==> config.mk <==
export PLATFORM = sky130hd
export DESIGN_NAME = heading_slug_filter
export DESIGN_NICKNAME = d
export VERILOG_FILES = /design/src/rtl/hsf_pkg.sv /design/src/rtl/heading_slug_filter.sv /design/src/rtl/hsf_front.sv /design/src/rtl/hsf_cmdq.sv /design/src/rtl/hsf_back.sv
export SDC_FILE = /design/constraint.sdc
export NUM_CORES = 1
export LEC_CHECK = 0
export BUFFER_PORTS_ARGS = -buffer_cell sky130_fd_sc_hd__buf_2
export CAP_MARGIN = 10
export CORE_UTILIZATION = 50
export DETAILED_ROUTE_END_ITERATION = 8
export GPL_TIMING_DRIVEN = 0
export PLACE_DENSITY = 0.82
export SETUP_SLACK_MARGIN = 0.3
export SLEW_MARGIN = 5
export SYNTH_ARGS = -nofsm -noshare
export SYNTH_HDL_FRONTEND = slang
export SYNTH_HIERARCHICAL = 1
export SYNTH_SLANG_ARGS = --single-unit
export TNS_END_PERCENT = 5
==> constraint.sdc <==
create_clock -name i_clk -period 3.3 [get_ports i_clk]
set_clock_uncertainty 0.05 [all_clocks]
set_input_delay 0.66 -clock i_clk [delete_from_list [all_inputs] [get_ports i_clk]]
set_output_delay 0.66 -clock i_clk [all_outputs]
set_load 0.01 [all_outputs]
==> src/rtl/hsf_pkg.sv <==
// Package for the heading slug filter: transaction types, character codes,
// register indexes and the UTF-8 lead byte decoder. No dependencies.
package hsf_pkg;

    // Character codes used by the classifier.
    localparam logic [7:0] CH_DASH       = 8'h2D;
    localparam logic [7:0] CH_SPACE      = 8'h20;
    localparam logic [7:0] CH_UNDERSCORE = 8'h5F;
    localparam logic [7:0] CH_HIGH_BIT   = 8'h80;
    localparam logic [7:0] CH_CASE_BIT   = 8'h20;

    // Configuration register indexes and reset values.
    localparam int          CFG_ADDR_W     = 3;
    localparam logic        REG_MAX_LENGTH = 1'b0;
    localparam logic [9:0]  MAX_LENGTH_RST = 10'd511;

    // Command queue between front and back.
    localparam int CMDQ_DEPTH = 4;
    localparam int CMDQ_PTR_W = $clog2(CMDQ_DEPTH);

    // One input transaction.
    typedef struct packed {
        logic [7:0] text_byte;
        logic       is_final;
    } t_in_item;

    // One result transaction.
    typedef struct packed {
        logic [7:0] slug_byte;
        logic       has_byte;
        logic       slug_done;
    } t_out_item;

    // Command from the classifier to the emitter.
    typedef struct packed {
        logic [7:0] slug_byte;
        logic       send_dash;
        logic       send_byte;
        logic       done;
    } t_cmd;

    // Number of continuation bytes announced by a UTF-8 lead byte.
    function automatic logic [1:0] follow_count(input logic [7:0] lead);
        logic [1:0] cnt;
        cnt = 2'd0;
        if (lead[7:5] == 3'b110)
            cnt = 2'd1;
        else if (lead[7:4] == 4'b1110)
            cnt = 2'd2;
        else if (lead[7:3] == 5'b11110)
            cnt = 2'd3;
        return cnt;
    endfunction

endpackage

==> src/rtl/heading_slug_filter.sv <==
// Top level of the heading slug filter: configuration register, front
// classifier, command queue and back emitter. Depends on hsf_pkg and hsf_*.
//
// Usage: heading text enters one byte per transaction on the push/full side
// (i_in_item: text_byte and is_final). Slug bytes leave on the empty/pop side
// (o_out_item: slug_byte, has_byte, slug_done), oldest first. A byte emitted
// after a held hyphen yields two results, the hyphen first. A final byte that
// emits nothing yields one result with has_byte low and slug_done high.
// The first result of an accepted byte passes through the command queue and
// then the output register before it can be taken. The front takes one byte
// per cycle while full is low; the back delivers one result per cycle while
// the receiver pops, so a byte that brings a hyphen with it yields two results
// in the back, and a four-entry command queue absorbs those bursts.
// When the receiver stalls, the output register holds its result, the queue
// fills, and full rises; no transaction is lost.
// Reset is synchronous and clears all string state, empties the queue and
// sets max_length (APB byte address 0) to 511. Write max_length only while
// the block is idle.
module heading_slug_filter (
    input  logic                           i_clk,
    input  logic                           i_rst_n,
    // Input queue side
    input  logic                           push,
    output logic                           full,
    input  hsf_pkg::t_in_item              i_in_item,
    // Result queue side
    output logic                           empty,
    input  logic                           pop,
    output hsf_pkg::t_out_item             o_out_item,
    // Configuration port
    input  logic                           psel,
    input  logic                           penable,
    input  logic                           pwrite,
    input  logic [hsf_pkg::CFG_ADDR_W-1:0] paddr,
    input  logic [31:0]                    pwdata,
    output logic [31:0]                    prdata,
    output logic                           pready
);
    import hsf_pkg::*;

    logic [9:0] r_max_length;
    logic       cfg_write;
    logic       in_accept;
    logic       cmd_push;
    t_cmd       cmd_in;
    logic       cmdq_valid;
    t_cmd       cmdq_cmd;
    logic       cmdq_pop;

    // Configuration register access.
    assign pready    = 1'b1;
    assign cfg_write = psel && penable && pwrite && pready
                       && (paddr[2] == REG_MAX_LENGTH);
    assign prdata    = (paddr[2] == REG_MAX_LENGTH) ? {22'd0, r_max_length} : 32'd0;

    always_ff @(posedge i_clk) begin
        if (!i_rst_n) begin
            r_max_length <= MAX_LENGTH_RST;
        end else if (cfg_write) begin
            r_max_length <= pwdata[9:0];
        end
    end

    assign in_accept = push && !full;

    hsf_front u_front (
        .i_clk        (i_clk),
        .i_rst_n      (i_rst_n),
        .i_accept     (in_accept),
        .i_item       (i_in_item),
        .i_max_length (r_max_length),
        .o_cmd_valid  (cmd_push),
        .o_cmd        (cmd_in)
    );

    hsf_cmdq u_cmdq (
        .i_clk   (i_clk),
        .i_rst_n (i_rst_n),
        .i_push  (cmd_push),
        .i_cmd   (cmd_in),
        .i_pop   (cmdq_pop),
        .o_full  (full),
        .o_valid (cmdq_valid),
        .o_cmd   (cmdq_cmd)
    );

    hsf_back u_back (
        .i_clk       (i_clk),
        .i_rst_n     (i_rst_n),
        .i_cmd_valid (cmdq_valid),
        .i_cmd       (cmdq_cmd),
        .o_cmd_pop   (cmdq_pop),
        .i_pop       (pop),
        .o_empty     (empty),
        .o_item      (o_out_item)
    );

endmodule

==> src/rtl/hsf_front.sv <==
// Front part of the heading slug filter: classifies each input byte and
// turns those that emit or end a string into commands. Depends on hsf_pkg.
module hsf_front (
    input  logic                i_clk,
    input  logic                i_rst_n,
    input  logic                i_accept,
    input  hsf_pkg::t_in_item   i_item,
    input  logic [9:0]          i_max_length,
    output logic                o_cmd_valid,
    output hsf_pkg::t_cmd       o_cmd
);
    import hsf_pkg::*;

    logic       r_after_dash, n_after_dash;
    logic       r_dash_held,  n_dash_held;
    logic [1:0] r_cont_left,  n_cont_left;
    logic [9:0] r_bytes_written, n_bytes_written;

    logic [7:0] c;
    logic       emit;
    logic [7:0] emit_byte;

    assign c = i_item.text_byte;

    // Classify the byte and work out the next string state.
    always_comb begin
        emit            = 1'b0;
        emit_byte       = c;
        n_after_dash    = r_after_dash;
        n_dash_held     = r_dash_held;
        n_cont_left     = r_cont_left;
        n_bytes_written = r_bytes_written;

        if (r_bytes_written < i_max_length) begin
            if (r_cont_left != 2'd0) begin
                n_cont_left = r_cont_left - 2'd1;
                emit        = 1'b1;
            end else if (c >= CH_HIGH_BIT) begin
                n_cont_left = follow_count(c);
                emit        = 1'b1;
            end else if (c >= 8'h41 && c <= 8'h5A) begin
                emit_byte = c | CH_CASE_BIT;
                emit      = 1'b1;
            end else if ((c >= 8'h61 && c <= 8'h7A) || (c >= 8'h30 && c <= 8'h39)
                         || c == CH_UNDERSCORE) begin
                emit = 1'b1;
            end else if (c == CH_DASH || c == CH_SPACE) begin
                if (!r_after_dash) begin
                    n_bytes_written = r_bytes_written + 10'd1;
                    n_dash_held     = 1'b1;
                    n_after_dash    = 1'b1;
                end
            end
            if (emit) begin
                n_bytes_written = r_bytes_written + 10'd1;
                n_dash_held     = 1'b0;
                n_after_dash    = 1'b0;
            end
        end else begin
            n_cont_left = 2'd0;
        end

        // The end of a string returns all string state to its start.
        if (i_item.is_final) begin
            n_after_dash    = 1'b1;
            n_dash_held     = 1'b0;
            n_cont_left     = 2'd0;
            n_bytes_written = 10'd0;
        end
    end

    // Command toward the back part.
    always_comb begin
        o_cmd_valid     = i_accept && (emit || i_item.is_final);
        o_cmd.slug_byte = emit ? emit_byte : 8'd0;
        o_cmd.send_dash = emit && r_dash_held;
        o_cmd.send_byte = emit;
        o_cmd.done      = i_item.is_final;
    end

    // String state registers.
    always_ff @(posedge i_clk) begin
        if (!i_rst_n) begin
            r_after_dash    <= 1'b1;
            r_dash_held     <= 1'b0;
            r_cont_left     <= 2'd0;
            r_bytes_written <= 10'd0;
        end else if (i_accept) begin
            r_after_dash    <= n_after_dash;
            r_dash_held     <= n_dash_held;
            r_cont_left     <= n_cont_left;
            r_bytes_written <= n_bytes_written;
        end
    end

endmodule

==> src/rtl/hsf_cmdq.sv <==
// Short command queue between front and back of the heading slug filter.
// Depends on hsf_pkg.
module hsf_cmdq (
    input  logic           i_clk,
    input  logic           i_rst_n,
    input  logic           i_push,
    input  hsf_pkg::t_cmd  i_cmd,
    input  logic           i_pop,
    output logic           o_full,
    output logic           o_valid,
    output hsf_pkg::t_cmd  o_cmd
);
    import hsf_pkg::*;

    t_cmd                  r_mem [CMDQ_DEPTH];
    logic [CMDQ_PTR_W-1:0] r_wr_ptr, n_wr_ptr;
    logic [CMDQ_PTR_W-1:0] r_rd_ptr, n_rd_ptr;
    logic [CMDQ_PTR_W:0]   r_count,  n_count;
    logic                  do_push, do_pop;

    assign do_push = i_push && !o_full;
    assign do_pop  = i_pop && o_valid;
    assign o_full  = (r_count == (CMDQ_PTR_W+1)'(CMDQ_DEPTH));
    assign o_valid = (r_count != '0);
    assign o_cmd   = r_mem[r_rd_ptr];

    // Pointer and level update.
    always_comb begin
        n_wr_ptr = do_push ? r_wr_ptr + 1'b1 : r_wr_ptr;
        n_rd_ptr = do_pop ? r_rd_ptr + 1'b1 : r_rd_ptr;
        n_count  = r_count + (CMDQ_PTR_W+1)'(do_push) - (CMDQ_PTR_W+1)'(do_pop);
    end

    // Storage write.
    always_ff @(posedge i_clk) begin
        if (do_push)
            r_mem[r_wr_ptr] <= i_cmd;
    end

    // Control registers.
    always_ff @(posedge i_clk) begin
        if (!i_rst_n) begin
            r_wr_ptr <= '0;
            r_rd_ptr <= '0;
            r_count  <= '0;
        end else begin
            r_wr_ptr <= n_wr_ptr;
            r_rd_ptr <= n_rd_ptr;
            r_count  <= n_count;
        end
    end

endmodule

==> src/rtl/hsf_back.sv <==
// Back part of the heading slug filter: expands commands into result
// transactions and holds them in the output register. Depends on hsf_pkg.
module hsf_back (
    input  logic               i_clk,
    input  logic               i_rst_n,
    input  logic               i_cmd_valid,
    input  hsf_pkg::t_cmd      i_cmd,
    output logic               o_cmd_pop,
    input  logic               i_pop,
    output logic               o_empty,
    output hsf_pkg::t_out_item o_item
);
    import hsf_pkg::*;

    logic      r_out_valid, n_out_valid;
    t_out_item r_out, n_out;
    logic      r_pend_valid, n_pend_valid;
    logic [7:0] r_pend_byte, n_pend_byte;
    logic      r_pend_done, n_pend_done;
    logic      out_free;

    assign out_free = !r_out_valid || i_pop;
    assign o_empty  = !r_out_valid;
    assign o_item   = r_out;

    // Pick the next result: a byte left behind a hyphen, else a new command.
    always_comb begin
        n_out_valid  = r_out_valid;
        n_out        = r_out;
        n_pend_valid = r_pend_valid;
        n_pend_byte  = r_pend_byte;
        n_pend_done  = r_pend_done;
        o_cmd_pop    = 1'b0;
        if (out_free) begin
            n_out_valid = 1'b0;
            if (r_pend_valid) begin
                n_out_valid     = 1'b1;
                n_out.slug_byte = r_pend_byte;
                n_out.has_byte  = 1'b1;
                n_out.slug_done = r_pend_done;
                n_pend_valid    = 1'b0;
            end else if (i_cmd_valid) begin
                o_cmd_pop   = 1'b1;
                n_out_valid = 1'b1;
                if (i_cmd.send_dash) begin
                    n_out.slug_byte = CH_DASH;
                    n_out.has_byte  = 1'b1;
                    n_out.slug_done = 1'b0;
                    n_pend_valid    = 1'b1;
                    n_pend_byte     = i_cmd.slug_byte;
                    n_pend_done     = i_cmd.done;
                end else begin
                    n_out.slug_byte = i_cmd.slug_byte;
                    n_out.has_byte  = i_cmd.send_byte;
                    n_out.slug_done = i_cmd.done;
                end
            end
        end
    end

    // Payload registers.
    always_ff @(posedge i_clk) begin
        r_out       <= n_out;
        r_pend_byte <= n_pend_byte;
        r_pend_done <= n_pend_done;
    end

    // Control registers.
    always_ff @(posedge i_clk) begin
        if (!i_rst_n) begin
            r_out_valid  <= 1'b0;
            r_pend_valid <= 1'b0;
        end else begin
            r_out_valid  <= n_out_valid;
            r_pend_valid <= n_pend_valid;
        end
    end

    // A byte waits behind a hyphen only while that hyphen is on the output.
    a_pend_has_dash: assert property (@(posedge i_clk) disable iff (!i_rst_n)
        r_pend_valid |-> r_out_valid && r_out.has_byte && !r_out.slug_done
                         && r_out.slug_byte == CH_DASH)
        else $error("pending byte without a hyphen on the output");

    // A result without a byte only ever closes a string, and carries zero.
    a_empty_result_closes: assert property (@(posedge i_clk) disable iff (!i_rst_n)
        r_out_valid && !r_out.has_byte |-> r_out.slug_done && r_out.slug_byte == 8'd0)
        else $error("empty result that does not end a string");

    // No new command is taken while a byte still waits behind a hyphen.
    a_no_pop_while_pending: assert property (@(posedge i_clk) disable iff (!i_rst_n)
        r_pend_valid |-> !o_cmd_pop)
        else $error("command taken while a byte was pending");

endmodule
==> flow_metrics.env <==
export IMPL_avgSynthCellArea_sq_um=12.3
export IMPL_vias=3208
export IMPL_grt_pass1_vias=3154
export IMPL_initial_utilization=0.522
export IMPL_clock_sinks=98
export IMPL_holdWs_ns=0.437
export IMPL_crit_fanout=2
export IMPL_final_area_sq_um=5780
export IMPL_io_buffers=48
export IMPL_hpwlAfterDp_microns=6610
export IMPL_row_count=35
export IMPL_synthFlopType="edfxtp_1"
export IMPL_drtPass1Iterations=4
export IMPL_report_final_setup_viol=0
export IMPL_cts_tree="built"
export IMPL_r2r_start="r_max_length[5]$_SDFFE_PN1P_"
export IMPL_die_h_microns=101
export IMPL_yosys_warnings=6
export IMPL_dieWidth_microns=101
export IMPL_wl_met3_microns=393
export IMPL_hold_violations=0
export IMPL_reg2reg_setup_slack_ns=0.14
export IMPL_synth_area_sq_um=4890
export IMPL_yosys_top_cells_area="edfxtp_1, dfxtp_1, mux4_2, nor2b_1, ha_1"
export IMPL_grt_overflow=0
export IMPL_min_delay_start="r_max_length[9]$_SDFFE_PN0P_"
export IMPL_placedCellCount=595
export IMPL_holdBufCountCts=0
export IMPL_synth_edff_count=63
export IMPL_rsz0062_at_grt="yes"
export IMPL_ys_ff_latch=98
export IMPL_path_clk_slew_ns=0.10
export IMPL_dr_wl_met2_microns=4770
export IMPL_ys_types=65
export IMPL_worstSetupEndpointType="register"
export IMPL_drive_gt1_frac=0.349
export IMPL_start_kind="register"
export IMPL_timing_final_crit_share=0.957
export IMPL_p_leak_nw=2.27
export IMPL_synth_top_area_frac=0.387
export IMPL_grt_antenna_before_repair=1
export IMPL_io_pin_count=96
export IMPL_max_slew_margin=0.464
export IMPL_fin_cells=623
export IMPL_drcViolationCount=0
export IMPL_drt_iter0_drc=170
export IMPL_critPathArrivalTime_ns=3.38
export IMPL_met1_length_microns=3950
export IMPL_routed_wl_microns=9240
export IMPL_synth_seq_area_share=0.530
export IMPL_gp_congestion=0.783
export IMPL_hold_class="reg2reg"
export IMPL_grt_usage=0.197
export IMPL_p_per_area_nw_per_um2=604
export IMPL_clockRootBuffer="clkbuf_8"
export IMPL_final_max_slew_viol_count=0
export IMPL_placed_cell_area_sq_um=5440
export IMPL_multi_input_area_sq_um=2110
export IMPL_run_status="complete, no violations"
export IMPL_area_delta_synth_final_pct=18.2
export IMPL_worstPathRequired_ns=3.52
export IMPL_ir_drop_mv=0.314
export IMPL_fmax_mhz=317
export IMPL_nFillCells=754
export IMPL_async_flop_share=0
export IMPL_fin_nets=556
export IMPL_seq_area_sq_um=2610
export IMPL_synth_area_leader_cell="edfxtp_1"
export IMPL_clockBufferDepth=2
export IMPL_crit_start="r_max_length[5]$_SDFFE_PN1P_"
export IMPL_grt_first_pass_wirelength_microns=15200
export IMPL_cap_viol_max_count=0
export IMPL_via_per_inst=5.15
export IMPL_critPathKind="reg2reg"
export IMPL_power_total_mw=3.50
export IMPL_tightest_slew_ns=0.801
export IMPL_dieArea_sq_um=10200
export IMPL_highest_signal_layer="met4"
export IMPL_post_synth_inst_count=397
export IMPL_coreArea_sq_um=9370
export IMPL_fin_util=0.617
export IMPL_wl_per_cell_microns=14.8
export IMPL_numCtsBuffers=9
export IMPL_grt_max_degree=18
export IMPL_h_tree_depth=3
export IMPL_drtAntennaViolNets=0
export IMPL_fin_crit_ns=3.16
export IMPL_clk_latency_ns=0.36
[report_power, final]
group | switching, mW | internal [mW]
Combinational | 0.540 | 0.473
Clock | 0.434 | 0.360
Sequential | 0.0916 | 1.60
Total | 1.07 | 2.43
[Yosys cell counts, drive strengths merged, types with 2 or more instances]
| cell type | number |
|---|---|
| xnor2 | 4 |
| o21ai | 9 |
| o31a | 2 |
| a211oi | 3 |
| nor4 | 2 |
| or2 | 3 |
| nor3 | 3 |
| or3 | 4 |
| inv | 22 |
| o211ai | 2 |
| o2111ai | 2 |
| nor2 | 11 |
| mux2i | 13 |
| buf | 36 |
| edfxtp | 63 |
| a21oi | 8 |
| nor3b | 8 |
| dfxtp | 35 |
| nand2 | 27 |
| o21a | 7 |
| nand4 | 3 |
| nor2b | 38 |
| ha | 16 |
| clkbuf | 4 |
| o32ai | 5 |
| a31oi | 4 |
| nand2b | 3 |
| o221ai | 2 |
| and2 | 17 |
| mux4 | 11 |
| conb | 2 |
| a22o | 5 |
| a22oi | 3 |
| nand3 | 6 |
[flip-flops by register name, summed over array words and instances, names as in the netlist, named ones only]
name	flops
u_cmdq/r_rd_ptr	2
u_back/o_item	10
u_cmdq/r_wr_ptr	2
u_front/r_dash_held	1
u_back/r_out_valid	1
u_back/r_pend_valid	1
u_front/r_after_dash	1
u_back/r_pend_done	1
u_front/r_bytes_written	10
u_cmdq/r_mem	44
u_cmdq/r_count	3
u_front/r_cont_left	2
r_max_length	10
u_back/r_pend_byte	8
[logic make-up after synthesis]
family | count (synthesis) | synth area share
simple gates | 132 | 0.170
flops | 98 | 0.530
buf+inv | 62 | 0.0762
compound gates | 58 | 0.0936
mux | 24 | 0.0772
fa+ha+maj | 17 | 0.0450
xor+xnor | 4 | 0.00716
other cells | 2 | 0.00153
[what timing repair did]
action	in CTS	in global routing
gates resized for setup	12	5
endpoints found under the setup margin	6	46
setup buffers	10	1
pin swaps	11	1
[worst paths after layout]
kind                             endpoint  depth (start not counted)
min reg2reg  r_max_length[9]$_SDFFE_PN0P_                          2
max          u_cmdq/r_count[2]$_SDFF_PN0_                         18
min          r_max_length[9]$_SDFFE_PN0P_                          2
max reg2reg  u_cmdq/r_count[2]$_SDFF_PN0_                         18
[cell usage in the layout (no fill, tap or decap), types with 11 or more instances in the layout]
| cell | n |
|---|---|
| edfxtp_1 | 63 |
| buf_2 | 52 |
| buf_4 | 37 |
| nor2b_1 | 36 |
| nand2_1 | 27 |
| dfxtp_1 | 27 |
| conb_1 | 23 |
| inv_1 | 18 |
| mux2i_1 | 13 |
| and2_1 | 13 |
| ha_1 | 12 |
| nor2_1 | 11 |
| mux4_2 | 11 |
[worst max-delay path, stage by stage, from the launching register on]
cell and delay, ns:
dfxtp_2 0.34, inv_1 0.05, ha_1 0.33, o21a_1 0.13, o211ai_1 0.27, a21oi_4 0.10
a22oi_2 0.21, o21a_1 0.16, nor2b_4 0.14, buf_6 0.10, inv_2 0.03, ha_4 0.21
inv_4 0.05, ha_4 0.11, inv_2 0.03, fa_2 0.34, xnor2_2 0.14, xnor2_1 0.12
and2_1 0.15
[per-layer routing]
metal	up-vias	GRT usage
li1	1566	-
met1	1548	0.234
met2	83	0.355
met3	11	0.0444
met4	0	0.0591
met5	-	0
[stage by stage]
step	TNS (ns)	setup WS, ns
global placement	-0.0595	-0.0595
floorplan	0	0.125
detailed placement	-0.110	-0.110
global route	-0.0172	-0.0172
CTS	0	0.146
finish	0	0.142
[final cells by class]
class	instances	share of cell area
Clock inverter	6	0.0128
Inverter	22	0.0147
Sequential cell	98	0.451
Clock buffer	10	0.0221
Buffer	40	0.0502
Timing Repair Buffer	59	0.0558
Multi-Input combinational cell	258	0.365
Tap cell	129	0.0279
Antenna cell	1	0.000433
(Power assumes the default switching activity.)
